**src/sv/byterun1_rle_decoder_defines.svh**
```systemverilog
// ----------------------------------------------------------------------------
// ByteRun1 decoder assertion macros
// Shared concurrent assertion forms, clocked on clk and disabled in reset.
// ----------------------------------------------------------------------------
`ifndef BYTERUN1_RLE_DECODER_DEFINES_SVH
`define BYTERUN1_RLE_DECODER_DEFINES_SVH

// The expression holds at every clock edge out of reset.
`define BR1_ASSERT(lbl, expr, msg) \
	lbl: assert property (@(posedge clk) disable iff (!arst_n) (expr)) else $error(msg);

// When the antecedent holds, the consequent holds at the next clock edge.
`define BR1_ASSERT_NEXT(lbl, ante, cons, msg) \
	lbl: assert property (@(posedge clk) disable iff (!arst_n) (ante) |=> (cons)) \
		else $error(msg);

`endif

```
**src/sv/br1rle_pkg.sv**
```systemverilog
// ----------------------------------------------------------------------------
// ByteRun1 decoder package
// Widths, register indexes and the queue entry shared by the decoder modules.
// ----------------------------------------------------------------------------
package br1rle_pkg;

	localparam int PIX_W    = 8;
	localparam int REP_W    = 8;
	localparam int CFG_W    = 12;
	localparam int ROWPIX_W = 13;
	localparam int CFG_IDX_W = 1;

	localparam int QDEPTH = 2;
	localparam int QPTR_W = $clog2(QDEPTH);
	localparam int QCNT_W = $clog2(QDEPTH + 1);

	localparam logic [PIX_W-1:0] NOP_CODE = 8'h80;

	localparam logic [CFG_IDX_W-1:0] REG_ROW_WIDTH = 1'b0;
	localparam logic [CFG_IDX_W-1:0] REG_ROW_TOTAL = 1'b1;

	localparam logic [CFG_W-1:0] ROW_WIDTH_RST = 12'd320;
	localparam logic [CFG_W-1:0] ROW_TOTAL_RST = 12'd200;

	// One decoded pixel request handed from the front to the back.
	typedef struct packed {
		logic [PIX_W-1:0] pixel;
		logic [REP_W-1:0] rep;
		logic             last;
	} entry_t;

endpackage

```
**src/sv/br1rle_front.sv**
```systemverilog
// ----------------------------------------------------------------------------
// ByteRun1 decoder front end
// Parses control and data bytes and pushes one entry per data byte.
// ----------------------------------------------------------------------------
module br1rle_front (
	input  logic                       clk,
	input  logic                       arst_n,
	input  logic                       in_valid,
	output logic                       in_stall,
	input  logic [br1rle_pkg::PIX_W-1:0] code_byte,
	input  logic                       q_full,
	output logic                       push,
	output br1rle_pkg::entry_t         push_entry
);
	import br1rle_pkg::*;

	`include "byterun1_rle_decoder_defines.svh"

	typedef enum logic [2:0] {
		PH_CTRL = 3'b001,
		PH_RUN  = 3'b010,
		PH_LIT  = 3'b100
	} phase_t;

	phase_t            phase_q, phase_d;
	logic [REP_W-1:0]  left_q, left_d;
	logic [REP_W-1:0]  left_dec;
	logic              accept;

	assign in_stall = q_full;
	assign accept   = in_valid && !q_full;
	assign left_dec = left_q - REP_W'(1);

	always_comb begin
		phase_d          = phase_q;
		left_d           = left_q;
		push             = 1'b0;
		push_entry.pixel = code_byte;
		push_entry.rep   = left_q;
		push_entry.last  = 1'b1;
		case (phase_q)
			PH_RUN: begin
				push    = accept;
				phase_d = PH_CTRL;
				left_d  = '0;
			end
			PH_LIT: begin
				push            = accept;
				push_entry.rep  = REP_W'(1);
				push_entry.last = (left_dec == '0);
				left_d          = left_dec;
				if (left_dec == '0) begin
					phase_d = PH_CTRL;
				end
			end
			default: begin
				// Run length is 257 minus the code; literal count is code plus one.
				if (code_byte > NOP_CODE) begin
					phase_d = PH_RUN;
					left_d  = (code_byte ^ 8'hff) + REP_W'(2);
				end else if (code_byte < NOP_CODE) begin
					phase_d = PH_LIT;
					left_d  = code_byte + REP_W'(1);
				end else begin
					phase_d = PH_CTRL;
					left_d  = '0;
				end
			end
		endcase
	end

	always_ff @(posedge clk or negedge arst_n) begin
		if (!arst_n) begin
			phase_q <= PH_CTRL;
			left_q  <= '0;
		end else if (accept) begin
			phase_q <= phase_d;
			left_q  <= left_d;
		end
	end

	`BR1_ASSERT(a_lit_left_nonzero, (phase_q != PH_LIT) || (left_q != '0), "literal count empty")

endmodule

```
**src/sv/br1rle_queue.sv**
```systemverilog
// ----------------------------------------------------------------------------
// ByteRun1 decoder entry queue
// Small register FIFO that decouples byte parsing from row accounting.
// ----------------------------------------------------------------------------
module br1rle_queue (
	input  logic               clk,
	input  logic               arst_n,
	input  logic               push,
	input  br1rle_pkg::entry_t push_entry,
	output logic               full,
	output logic               q_valid,
	input  logic               pop,
	output br1rle_pkg::entry_t head
);
	import br1rle_pkg::*;

	`include "byterun1_rle_decoder_defines.svh"

	entry_t             mem_q [QDEPTH];
	logic [QPTR_W-1:0]  wr_ptr_q, rd_ptr_q;
	logic [QCNT_W-1:0]  count_q;

	assign full    = (count_q == QCNT_W'(QDEPTH));
	assign q_valid = (count_q != '0);
	assign head    = mem_q[rd_ptr_q];

	always_ff @(posedge clk) begin
		if (push) begin
			mem_q[wr_ptr_q] <= push_entry;
		end
	end

	always_ff @(posedge clk or negedge arst_n) begin
		if (!arst_n) begin
			wr_ptr_q <= '0;
			rd_ptr_q <= '0;
			count_q  <= '0;
		end else begin
			if (push) begin
				wr_ptr_q <= (wr_ptr_q == QPTR_W'(QDEPTH - 1)) ? '0 : wr_ptr_q + QPTR_W'(1);
			end
			if (pop) begin
				rd_ptr_q <= (rd_ptr_q == QPTR_W'(QDEPTH - 1)) ? '0 : rd_ptr_q + QPTR_W'(1);
			end
			if (push && !pop) begin
				count_q <= count_q + QCNT_W'(1);
			end else if (pop && !push) begin
				count_q <= count_q - QCNT_W'(1);
			end
		end
	end

	`BR1_ASSERT(a_q_no_overflow, !(push && full && !pop), "push into full queue")
	`BR1_ASSERT(a_q_no_underflow, !(pop && !q_valid), "pop from empty queue")

endmodule

```
**src/sv/br1rle_back.sv**
```systemverilog
// ----------------------------------------------------------------------------
// ByteRun1 decoder back end
// Counts pixels and rows, flags row and image ends, and holds the output.
// ----------------------------------------------------------------------------
module br1rle_back (
	input  logic                           clk,
	input  logic                           arst_n,
	input  logic                           cfg_we,
	input  logic [br1rle_pkg::CFG_IDX_W-1:0] cfg_index,
	input  logic [br1rle_pkg::CFG_W-1:0]   cfg_data,
	input  logic                           q_valid,
	input  br1rle_pkg::entry_t             head,
	output logic                           pop,
	output logic                           out_valid,
	input  logic                           out_stall,
	output logic [br1rle_pkg::PIX_W-1:0]   pixel,
	output logic [br1rle_pkg::REP_W-1:0]   repeat_res,
	output logic                           row_end,
	output logic                           image_end
);
	import br1rle_pkg::*;

	`include "byterun1_rle_decoder_defines.svh"

	logic [CFG_W-1:0]    row_width_q, row_total_q;
	logic [ROWPIX_W-1:0] row_pixels_q, pix_sum, rows_inc;
	logic [CFG_W-1:0]    rows_done_q;
	logic                hit_row, hit_image;
	logic                out_valid_q, row_end_q, image_end_q;
	logic [PIX_W-1:0]    pixel_q;
	logic [REP_W-1:0]    rep_q;

	assign pop = q_valid && (!out_valid_q || !out_stall);

	assign pix_sum   = row_pixels_q + ROWPIX_W'(head.rep);
	assign hit_row   = head.last && (pix_sum >= ROWPIX_W'(row_width_q));
	assign rows_inc  = ROWPIX_W'(rows_done_q) + ROWPIX_W'(1);
	assign hit_image = hit_row && (rows_inc >= ROWPIX_W'(row_total_q));

	always_ff @(posedge clk or negedge arst_n) begin
		if (!arst_n) begin
			row_width_q <= ROW_WIDTH_RST;
			row_total_q <= ROW_TOTAL_RST;
		end else if (cfg_we) begin
			case (cfg_index)
				REG_ROW_WIDTH: row_width_q <= cfg_data;
				REG_ROW_TOTAL: row_total_q <= cfg_data;
				default: ;
			endcase
		end
	end

	always_ff @(posedge clk or negedge arst_n) begin
		if (!arst_n) begin
			row_pixels_q <= '0;
			rows_done_q  <= '0;
			out_valid_q  <= 1'b0;
		end else begin
			if (pop) begin
				out_valid_q  <= 1'b1;
				row_pixels_q <= hit_row ? '0 : pix_sum;
				if (hit_row) begin
					rows_done_q <= hit_image ? '0 : rows_inc[CFG_W-1:0];
				end
			end else if (!out_stall) begin
				out_valid_q <= 1'b0;
			end
		end
	end

	always_ff @(posedge clk) begin
		if (pop) begin
			pixel_q     <= head.pixel;
			rep_q       <= head.rep;
			row_end_q   <= hit_row;
			image_end_q <= hit_image;
		end
	end

	assign out_valid  = out_valid_q;
	assign pixel      = pixel_q;
	assign repeat_res = rep_q;
	assign row_end    = row_end_q;
	assign image_end  = image_end_q;

	`BR1_ASSERT(a_image_has_row, !out_valid_q || !image_end_q || row_end_q, "image end without row end")
	`BR1_ASSERT_NEXT(a_row_clears, pop && hit_row, row_pixels_q == '0, "row count not cleared")

endmodule

```
**src/sv/byterun1_rle_decoder.sv**
```systemverilog
// ----------------------------------------------------------------------------
// ByteRun1 run-length decoder
// Decodes a PackBits byte stream into pixel/repeat requests with row and
// image end flags.
// ----------------------------------------------------------------------------
//  Channel   Direction  Handshake             Payload
//  input     in         in_valid / in_stall   code_byte
//  output    out        out_valid / out_stall pixel, repeat_res, row_end, image_end
//  config    in         cfg_we                cfg_index, cfg_data
//
// One byte is taken per cycle while in_stall is low; an accepted data byte is
// written into the entry queue and then, once the output register can take it,
// loaded into the output register, from which its request is offered.
// Control bytes and the no-op code produce no output request.
// Reset restores row_width 320, row_total 200 and clears all counters.
// A stalled output fills the two-entry queue, after which in_stall rises.
// ----------------------------------------------------------------------------
module byterun1_rle_decoder (
	input  logic                             clk,
	input  logic                             arst_n,
	input  logic                             in_valid,
	output logic                             in_stall,
	input  logic [br1rle_pkg::PIX_W-1:0]     code_byte,
	output logic                             out_valid,
	input  logic                             out_stall,
	output logic [br1rle_pkg::PIX_W-1:0]     pixel,
	output logic [br1rle_pkg::REP_W-1:0]     repeat_res,
	output logic                             row_end,
	output logic                             image_end,
	input  logic                             cfg_we,
	input  logic [br1rle_pkg::CFG_IDX_W-1:0] cfg_index,
	input  logic [br1rle_pkg::CFG_W-1:0]     cfg_data
);
	import br1rle_pkg::*;

	logic   q_full, push, pop, q_valid;
	entry_t push_entry, head;

	br1rle_front u_front (
		.clk        (clk),
		.arst_n     (arst_n),
		.in_valid   (in_valid),
		.in_stall   (in_stall),
		.code_byte  (code_byte),
		.q_full     (q_full),
		.push       (push),
		.push_entry (push_entry)
	);

	br1rle_queue u_queue (
		.clk        (clk),
		.arst_n     (arst_n),
		.push       (push),
		.push_entry (push_entry),
		.full       (q_full),
		.q_valid    (q_valid),
		.pop        (pop),
		.head       (head)
	);

	br1rle_back u_back (
		.clk        (clk),
		.arst_n     (arst_n),
		.cfg_we     (cfg_we),
		.cfg_index  (cfg_index),
		.cfg_data   (cfg_data),
		.q_valid    (q_valid),
		.head       (head),
		.pop        (pop),
		.out_valid  (out_valid),
		.out_stall  (out_stall),
		.pixel      (pixel),
		.repeat_res (repeat_res),
		.row_end    (row_end),
		.image_end  (image_end)
	);

endmodule
```
**config.mk**
```make
export PLATFORM = sky130hd
export DESIGN_NAME = byterun1_rle_decoder
export DESIGN_NICKNAME = d
export VERILOG_FILES = /design/src/sv/br1rle_pkg.sv /design/src/sv/br1rle_front.sv /design/src/sv/br1rle_queue.sv /design/src/sv/br1rle_back.sv /design/src/sv/byterun1_rle_decoder.sv
export VERILOG_INCLUDE_DIRS = /design/src /design/src/sv
export SDC_FILE = /design/constraint.sdc
export NUM_CORES = 1
export LEC_CHECK = 0
export CORE_MARGIN = 2
export CORE_UTILIZATION = 43
export DETAILED_ROUTE_END_ITERATION = 8
export DONT_BUFFER_PORTS = 1
export GPL_TIMING_DRIVEN = 1
export PLACE_DENSITY = 0.66
export SLEW_MARGIN = 20
export SYNTH_ARGS = -nofsm -noshare
export SYNTH_HDL_FRONTEND = slang
export SYNTH_SLANG_ARGS = --single-unit
```
**constraint.sdc**
```tcl
create_clock -name clk -period 4.2 [get_ports clk]
set_input_delay 0.42 -clock clk [delete_from_list [all_inputs] [get_ports clk]]
set_output_delay 0.42 -clock clk [all_outputs]
set_load 0.02 [all_outputs]
```
==> run summary, run 1 <==
In the final design database the tool counted 637 nets. The die height came out at 123.9 µm. The count of endpoints failing setup in the final report is 0. The clock skew after layout is 0.009584 ns.

In this run the mean area of a mapped cell was 11.16 µm². The aggregate global-route resource usage is 0.1766. In the final layout, the share of cells above drive strength 1 is 0.1767. The pre-CTS setup slack is -0.07369 ns. The core outline area is 0.01393 mm². Across the run, the number of max-cap violations was 0. The smallest setup slack after layout is 0.1454 ns. The count of fill cells added during filler insertion is 1,193. The number of top-level pins came out at 46. The total grt overflow is 0.

The number of max-slew violations in the final report came to 0. The worst register-to-register path begins at u_queue.rd_ptr_q$_DFFE_PN0P_. The initialized floorplan defines 43 standard-cell rows. The endpoint of the lowest-slack register-to-register path is u_back.rows_done_q[1]$_DFFE_PN0P_. The number of vias in the routed layout came out at 4,094. The post-synth design cell area is 0.006181 mm². The remaining number of nets flagged by the antenna check after routing came out at 0. The post-synthesis net count came out at 621. In this run, synthesis produced a sequential element count of 117. The later-pin clock latency in the skew report is 0.42 ns. Synthesis produced 554 cells. Measured along the x axis, the die boundary spans 123.9 µm. The critical path is of the flop to flop type.

Headroom to the max-slew limit came out at 0.3668. Of the total power, combinational logic draws 0.381. The maximum clock path buffer count is 2.

The required time reported for the critical path endpoint came out at 4.48 ns. The cell area after placement came out at 0.006370 mm². The clock-pin slew on the worst setup and hold paths came out at 0.06 ns. The clock tree root buffer cell is sky130_fd_sc_hd__clkbuf_16. The register area share after synthesis is 0.5170. The number of detailed-route iterations in the first pass came out at 4. The repair_antennas step left the layout with diodes totalling 0. STA classifies the critical path endpoint as a flop.

The synthesis-to-finish area growth is 15.51%. The post-detailed-placement half-perimeter wirelength came out at 8.577 mm. The remaining routing DRC violations is 0. Routability-driven placement finished with a final weighted congestion of 0.8937. The starting density of the core is 0.4436. The number of cell instances on the worst register-to-register path came out at 15. The number of global-route vias before repair is 4,120.

The worst hold path passes through 0 cells. In the synthesized netlist the dominant register cell turns out to be sky130_fd_sc_hd__dfrtp_1. In the final routed layout, each cell accounts on average for 16.58 µm.

The fraction of power spent switching nets is 0.3604. The number of synthesized flops with an enable pin is 52. The number of I/O port buffers is 0.

The clock drives 117 sinks. The routed via count divided by cell count is 5.366. At the end of the flow the core is filled with cells to 0.5123. The maximum number of pins on one net before global-route repair came out at 66. The flow ran to the end, and the final reports show no timing, DRC or antenna violations. In this run, placement finished with an instance count of 723. The leakage power summed over all cells came out at 2.957 nW.

The maximum resistive drop on vdd came out at 0.4007 mV. The power per cell area came out at 786.3 mW/mm². The startpoint identified for the worst hold timing path is code_byte[7]. The share of total power dissipated in sequential elements is 0.341. The worst setup path is launched from a flop. Of all nets on the critical path, the largest fanout is 9. The die area is 0.01535 mm². The worst hold slack across all endpoints is 0.09795 ns.

The analysis attributes to net switching a power of 2.023 mW. Dividing the final minimum period by the clock period gives 0.9654. The cell-internal power came out at 3.590 mW. The finished layout holds 763 standard cells, fillers aside.

The sequential cell area in the final layout is 0.003197 mm². The Yosys warning count came out at 0. TritonCTS built the clock tree. The proportion of synthesized flip-flops having asynchronous set or reset came out at 0.5556. For the worst setup path, the data arrival time is 4.33 ns.

For hold timing, the worst endpoint is u_queue.mem_q[1][16]$_DFFE_PP_. Of the total power, the clock network draws 0.278. The upper clock frequency limit came out at 246.6 MHz. After routing the design area is 0.007139 mm². For this block, the routed nets add up to 12.65 mm of wire. The number of antenna violations at the first check in global routing is 0. The final-report hold violation count came out at 0. The classification of the worst-slack hold path is input pin to flop. The smallest clock period supported by the final layout is computed as 4.055 ns. For the pin with the worst max-slew slack, the measured transition is 0.9498 ns.

The CTS buffer count is 17. The worst-case register-to-register setup slack is 0.15 ns. The area used by multi-input combinational logic is 0.002805 mm².

The violation count after the first detailed-route iteration came out at 300. The H-tree depth is 4. The first-pass GRT wire length is 20.42 mm.

The synthesized netlist contains 62 unique library cells.
## metal layers
layer / track usage / share of wire / vias up
li1: - / - / 2001
met1: 0.2371 / 0.48 / 2002
met2: 0.2716 / 0.47 / 75
met3: 0.04762 / 0.038 / 16
met4: 0.07303 / 0.016 / 0
met5: 0 / 0 / -
## cell usage after synthesis, types with 14 or more instances
cell | instances | area, µm²
sky130_fd_sc_hd__xnor2_1 | 24 | 210.2
sky130_fd_sc_hd__mux2_2 | 29 | 326.6
sky130_fd_sc_hd__o21ai_1 | 16 | 80.08
sky130_fd_sc_hd__edfxtp_1 | 52 | 1562
sky130_fd_sc_hd__ha_1 | 40 | 500.5
sky130_fd_sc_hd__o21ai_0 | 31 | 155.2
sky130_fd_sc_hd__nand2_1 | 49 | 183.9
sky130_fd_sc_hd__nor2_1 | 30 | 112.6
sky130_fd_sc_hd__a21oi_1 | 17 | 85.08
sky130_fd_sc_hd__inv_1 | 40 | 150.1
sky130_fd_sc_hd__nand3_1 | 14 | 70.07
sky130_fd_sc_hd__dfrtp_1 | 59 | 1476
sky130_fd_sc_hd__nand2b_1 | 14 | 87.58
## per-stage QoR
step	setup TNS (ns)	power, mW
floorplan	0	3.457
global placement	0	3.836
detailed placement	-0.5654	3.914
CTS	0	5.528
global route	-0.3702	6.010
finish	0	5.613
## kinds of logic (layout without fill, tap and decap cells)
family	after synthesis	after routing	share of synthesized area
flops	117	117	0.5170
mux	31	31	0.05688
compound gates	114	114	0.1249
buf+inv	56	85	0.03664
xor+xnor	37	37	0.05243
simple gates	158	158	0.1279
fa+ha+maj	41	41	0.08421
## cell type report
cell class | count | share of cell area
Timing Repair Buffer | 13 | 0.01735
Sequential cell | 117 | 0.4478
Multi-Input combinational cell | 381 | 0.3929
Inverter | 40 | 0.02103
Clock buffer | 18 | 0.06011
Clock inverter | 14 | 0.02927
Tap cell | 180 | 0.03155
## worst max-delay path by stage
stage | startpoint | endpoint | slack [ns] | cells past startpoint
2_1_floorplan | u_queue.rd_ptr_q$_DFFE_PN0P_ | u_back.row_pixels_q[10]$_DFFE_PN0P_ | 0.01 | 16
3_5_place_dp | u_queue.rd_ptr_q$_DFFE_PN0P_ | u_back.rows_done_q[1]$_DFFE_PN0P_ | -0.07 | 15
5_1_grt | u_queue.rd_ptr_q$_DFFE_PN0P_ | u_back.row_pixels_q[10]$_DFFE_PN0P_ | -0.05 | 16
4_1_cts | u_queue.rd_ptr_q$_DFFE_PN0P_ | u_back.rows_done_q[1]$_DFFE_PN0P_ | 0.02 | 16
3_3_place_gp | u_queue.rd_ptr_q$_DFFE_PN0P_ | u_back.rows_done_q[2]$_DFFE_PN0P_ | 0.20 | 15
6_report | u_queue.rd_ptr_q$_DFFE_PN0P_ | u_back.rows_done_q[1]$_DFFE_PN0P_ | 0.15 | 15
## layout by cell type, fill, tap and decap left out, types with 2 or more instances in the layout
cell type                    netlist  final
sky130_fd_sc_hd__nand3_1          14     14
sky130_fd_sc_hd__edfxtp_1         52     52
sky130_fd_sc_hd__xor2_1           13     13
sky130_fd_sc_hd__dfstp_2           6      6
sky130_fd_sc_hd__dfrtp_1          59     58
sky130_fd_sc_hd__xnor2_1          24     23
sky130_fd_sc_hd__ha_1             40     40
sky130_fd_sc_hd__o211ai_2          2      2
sky130_fd_sc_hd__nor3b_1           2      2
sky130_fd_sc_hd__and3_1            8      8
sky130_fd_sc_hd__bufinv_16         0      5
sky130_fd_sc_hd__or2_4             2      2
sky130_fd_sc_hd__o21ai_0          31     31
sky130_fd_sc_hd__or3_1             3      3
sky130_fd_sc_hd__nor3_1           10     10
sky130_fd_sc_hd__clkinv_2          0      3
sky130_fd_sc_hd__o21ai_1          16     16
sky130_fd_sc_hd__nor2b_1           7      6
sky130_fd_sc_hd__a21o_1            3      3
sky130_fd_sc_hd__nand4_1           2      2
sky130_fd_sc_hd__buf_4             0     10
sky130_fd_sc_hd__mux2_2           29     29
sky130_fd_sc_hd__a21oi_1          17     17
sky130_fd_sc_hd__o21a_1            5      5
sky130_fd_sc_hd__clkinvlp_4        0      3
sky130_fd_sc_hd__o21ai_2           3      3
sky130_fd_sc_hd__a31oi_1           3      2
sky130_fd_sc_hd__and2_1            8      8
sky130_fd_sc_hd__nor2_1           30     29
sky130_fd_sc_hd__o211ai_1          2      2
sky130_fd_sc_hd__a22o_1            9      9
sky130_fd_sc_hd__inv_1            40     40
sky130_fd_sc_hd__nand2_1          49     49
sky130_fd_sc_hd__o22ai_1           5      5
sky130_fd_sc_hd__nand2b_1         14     14
sky130_fd_sc_hd__o31ai_1           2      2
sky130_fd_sc_hd__clkbuf_16         0     17
## power by group through the flow
stage                     clock network, mW  registers [mW]  logic (mW)
after floorplan                           0            1.84        1.61
after global placement                    0            1.93        1.91
after detailed placement                  0            1.94        1.98
after CTS                              1.59            1.92        2.02
after global routing                   1.64            1.95        2.42
final                                  1.56            1.92        2.14
## critical path: stages, from the launching register on
cell and delay (ns):
sky130_fd_sc_hd__dfrtp_2 0.45, sky130_fd_sc_hd__mux2_2 0.26, sky130_fd_sc_hd__ha_1 0.20, sky130_fd_sc_hd__inv_1 0.07, sky130_fd_sc_hd__fa_1 0.41, sky130_fd_sc_hd__nor2b_2 0.15, sky130_fd_sc_hd__o31a_1 0.27, sky130_fd_sc_hd__o22ai_4 0.13
sky130_fd_sc_hd__nand3b_1 0.27, sky130_fd_sc_hd__xnor2_2 0.19, sky130_fd_sc_hd__ha_1 0.34, sky130_fd_sc_hd__a2111oi_4 0.40, sky130_fd_sc_hd__a31oi_2 0.17, sky130_fd_sc_hd__o211ai_2 0.29, sky130_fd_sc_hd__buf_4 0.23, sky130_fd_sc_hd__o31ai_1 0.08
## flip-flops by register name, summed over array words and instances, names as in the netlist, 2 cells and up
signal               count
u_queue.mem_q           34
u_back.row_pixels_q     13
u_back.rows_done_q      12
u_back.pixel             8
u_front.phase_q          3
u_back.repeat_res        8
u_front.left_q           8
u_back.row_width_q      12
u_queue.count_q          2
u_back.row_total_q      12
## repair_timing
action | CTS | global route
gates cloned | 0 | 1
gates resized for setup | 3 | 9
setup endpoints to repair | 20 | 23
hold buffers | 2 | 0
pin swaps | 0 | 3
endpoints found under the hold margin | 65 | 0
buffers inserted | 0 | 5
Power figures use the tool's default switching activity.
==> run 2: changes to the inputs <==
- ABC_AREA: not set -> 0
- RECOVER_POWER: not set -> 50
- REMOVE_ABC_BUFFERS: not set -> 1
==> run 2 against run 1 <==
Effect of this change:
- the flow now finishes with violations (capacitance limit, slew limit)
- clock power shrank 3%
- sequential share of layout area grew 0.33 points
- non-clock buffer count unchanged
- register-to-register slack better by 0.08 ns
- via count down 0.95%
- first-iteration DRC count rose by 4.0%
- combinational power about the same
- highest routed layer unchanged
- critical path depth up 1
- design area down 0.74%
- fmax increased by 2.1%
- worst setup slack improved by 0.083 ns
- cell count unchanged
==> run summary, run 2 (synthesis results as in run 1) <==
The endpoint of the lowest-slack register-to-register path is u_back.rows_done_q[3]$_DFFE_PN0P_. The relative max-transition margin is -0.9569 (-1.324). The actual slew at the worst max-slew pin is 2.931 ns (+1.981 ns). The aggregate global-route resource usage came out at 0.1768 (+0.0002080). The number of detailed-route iterations in the first pass is 6 (+2). The violation count after the first detailed-route iteration is 312 (+4.0%). The final period demand of the worst path is 3.972 ns (-0.08263 ns). The later-pin clock latency in the skew report came out at 0.42 ns (about the same).

The maximum clock path buffer count is 2 (unchanged). Leaving out fill and tap cells, the most frequent cell in the layout is sky130_fd_sc_hd__dfrtp_1. The total grt overflow is 0 (unchanged). The number of sinks on the clock net is 117 (unchanged). The core outline area is 0.01393 mm² (unchanged).

The worst setup path is of the flop to flop kind. Setup repair after global routing could not meet its margin everywhere. The remaining routing DRC violations came out at 0 (unchanged). The number of global-route vias before repair came out at 4,170 (+1.2%). The cell total after placement is 725 (+0.28%). The number of max-slew violations in the final report is 66 (+66). The number of top-level pins is 46 (unchanged). The fraction of the cycle the final worst path needs came out at 0.9457 (-0.01967).

The startpoint identified for the worst register-to-register timing path is u_queue.rd_ptr_q$_DFFE_PN0P_. The clock skew after layout came out at 0.007745 ns (-0.001840 ns). The worst-case register-to-register setup slack is 0.23 ns (+0.08 ns). The H-tree depth came to 4 (unchanged). The post-route total power is 5.543 mW (-1.3%). The pre-CTS setup slack came to 0.03678 ns (+0.1105 ns).

The maximum number of pins on one net before global-route repair came out at 66 (unchanged). The CTS buffer count came out at 17 (unchanged). For hold timing, the worst endpoint is u_queue.mem_q[1][14]$_DFFE_PP_. The largest registers in the layout are u_queue.mem_q: 34 flops, u_back.row_pixels_q: 13 flops.

Leaving out fill and tap cells, the most frequent cells in the layout are sky130_fd_sc_hd__dfrtp_1, sky130_fd_sc_hd__edfxtp_1, sky130_fd_sc_hd__nand2_1. The utilization after layout came to 0.5086 (-0.003771). The leakage power summed over all cells is 2.934 nW (-0.75%). The die area was 0.01535 mm² (unchanged).

The worst hold path cell count came to 0 (unchanged). The number of violations of the max-capacitance limit came out at 1 (+1). The area of all placed cells without fillers is 0.007087 mm² (-0.74%). The upper clock frequency limit is 251.8 MHz (+2.1%). The required time reported for the critical path endpoint is 4.54 ns (+0.06 ns). The final reports fail on capacitance limit, slew limit. The worst hold path begins at code_byte[5]. The placer congestion estimate came out at 0.8818 (-1.3%). The die height is 123.9 µm (unchanged). The data arrival time of the critical path came out at 4.31 ns (-0.02 ns).

The count of endpoints failing setup in the final report is 0 (unchanged). The number of flip-flops under the largest register name is 34 (unchanged). The total wirelength of the detailed-routed design is 12.57 mm (-0.65%). The worst setup path is launched from a flop. The routed via count divided by cell count came to 5.315 (-0.95%). The number of cell rows was 43 (unchanged). The starting density of the core came out at 0.4436 (unchanged). The count of antenna diodes in the layout is 0 (unchanged).

The number of non-filler instances in the completed layout was 763 (unchanged). The power per cell area came out at 782.1 mW/mm² (-0.53%). Ranked by flip-flop count, first place goes to u_queue.mem_q. The fraction of layout instances using a drive strength above 1 is 0.1698 (-0.006861). The flow ran to the end, but the final reports show violations.

The post-detailed-placement half-perimeter wirelength is 8.788 mm (+2.5%). The final-report hold violation count came out at 0 (unchanged). The remaining number of nets flagged by the antenna check after routing is 0 (unchanged). The synthesis-to-finish area growth came out at 14.66%. The number of I/O port buffers is 0 (unchanged).

In this run the worst hold path is classified as input pin to flop. The width of the die was 123.9 µm (unchanged). The cell area after placement is 0.006382 mm² (+0.20%).

The type of destination of the critical path is a flop. The number of vias in the routed layout came out at 4,055 (-0.95%). The smallest setup slack after layout is 0.2280 ns (+0.08263 ns). The layout net count came out at 637 (unchanged). The largest fanout on the critical path was 10 (+1).

The detail-routed net length per standard cell came out at 16.47 µm (-0.65%). The clock tree root buffer cell is sky130_fd_sc_hd__clkbuf_16. The first-pass GRT wire length came out at 20.44 mm (about the same). The CTS tree is built. The number of cell instances on the worst register-to-register path came out at 16 (+1).

The count of fill cells added during filler insertion came out at 1,215 (+1.8%). The maximum resistive drop on vdd came out at 0.4118 mV (+2.8%). The number of antenna violations at the first check in global routing is 0 (unchanged). The clock-pin slew on the worst setup and hold paths is 0.06 ns (about the same).
run 2: cell count changes in the layout (fill, tap and decap cells not counted):
cell / previous run / this run
sky130_fd_sc_hd__buf_2: 0 / 1
sky130_fd_sc_hd__xnor2_2: 1 / 0
sky130_fd_sc_hd__nor2_2: 1 / 0
sky130_fd_sc_hd__bufinv_16: 5 / 4
sky130_fd_sc_hd__dlymetal6s2s_1: 0 / 1
sky130_fd_sc_hd__nor2_1: 29 / 30
sky130_fd_sc_hd__clkbuf_1: 1 / 2
sky130_fd_sc_hd__buf_6: 1 / 2
sky130_fd_sc_hd__clkinv_2: 3 / 4
sky130_fd_sc_hd__buf_16: 1 / 0
sky130_fd_sc_hd__xnor2_1: 23 / 24
sky130_fd_sc_hd__buf_4: 10 / 7
run 2: repair_timing:
item	in CTS	in global routing
setup endpoints to repair	0	26
gates resized for setup	0	12
endpoints found under the hold margin	65	0
hold buffers	2	0
setup buffers	0	2
run 2: routing by layer:
layer  vias up  global-route usage  routed length [µm]
met1      1947              0.2133                5382
met2        82              0.2909                6278
met5         -                   0                   0
met3        23             0.05311                 567
met4         0             0.08287                 339
li1       2003                   -                   -
run 2: where the power goes:
| group | internal (mW) | leakage (nW) | switching, mW |
|---|---|---|---|
| Combinational | 0.942 | 1.36 | 1.18 |
| Sequential | 1.59 | 1.28 | 0.326 |
| Clock | 0.986 | 0.294 | 0.522 |
run 2: worst max-delay path by stage:
stage	cells past startpoint	from	slack [ns]	endpoint
4_1_cts	18	u_queue.rd_ptr_q$_DFFE_PN0P_	0.009	u_back.row_pixels_q[10]$_DFFE_PN0P_
2_1_floorplan	13	u_queue.rd_ptr_q$_DFFE_PN0P_	-0.06	u_back.rows_done_q[2]$_DFFE_PN0P_
3_5_place_dp	18	u_queue.rd_ptr_q$_DFFE_PN0P_	0.04	u_back.row_pixels_q[10]$_DFFE_PN0P_
6_report	16	u_queue.rd_ptr_q$_DFFE_PN0P_	0.23	u_back.rows_done_q[3]$_DFFE_PN0P_
5_1_grt	16	u_queue.rd_ptr_q$_DFFE_PN0P_	-0.05	u_back.rows_done_q[1]$_DFFE_PN0P_
3_3_place_gp	15	u_queue.rd_ptr_q$_DFFE_PN0P_	0.18	u_back.row_pixels_q[10]$_DFFE_PN0P_
run 2: critical path: stages (launching register included):
cell and delay [ns]:
sky130_fd_sc_hd__dfrtp_2 0.45, sky130_fd_sc_hd__mux2_2 0.28, sky130_fd_sc_hd__ha_1 0.22, sky130_fd_sc_hd__inv_1 0.07
sky130_fd_sc_hd__fa_1 0.41, sky130_fd_sc_hd__nor2b_2 0.15, sky130_fd_sc_hd__o31a_1 0.28, sky130_fd_sc_hd__o22ai_4 0.13
sky130_fd_sc_hd__nand3b_1 0.24, sky130_fd_sc_hd__xnor2_1 0.17, sky130_fd_sc_hd__ha_1 0.33, sky130_fd_sc_hd__a2111oi_4 0.38
sky130_fd_sc_hd__a31oi_2 0.17, sky130_fd_sc_hd__o211ai_2 0.25, sky130_fd_sc_hd__buf_4 0.22, sky130_fd_sc_hd__nand2_1 0.06
sky130_fd_sc_hd__o21ai_1 0.08
run 2: cell type report:
class | count | area [µm²] | share of cell area
timing repair buffer | 13 | 106.4 | 0.01501
sequential | 117 | 3197 | 0.4511
clock inverter | 14 | 183.9 | 0.02595
clock buffer | 18 | 429.2 | 0.06056
tap | 180 | 225.2 | 0.03178
multi-input combinational | 381 | 2795 | 0.3944
inverter | 40 | 150.1 | 0.02119
run 2: through the flow:
step | hold slack (ns) | setup TNS [ns]
CTS | 0.08206 | 0
global placement | 0.1263 | 0
detailed placement | 0.1259 | 0
global route | 0.07429 | -0.5160
floorplan | 0.1244 | -0.3555
finish | 0.09617 | 0
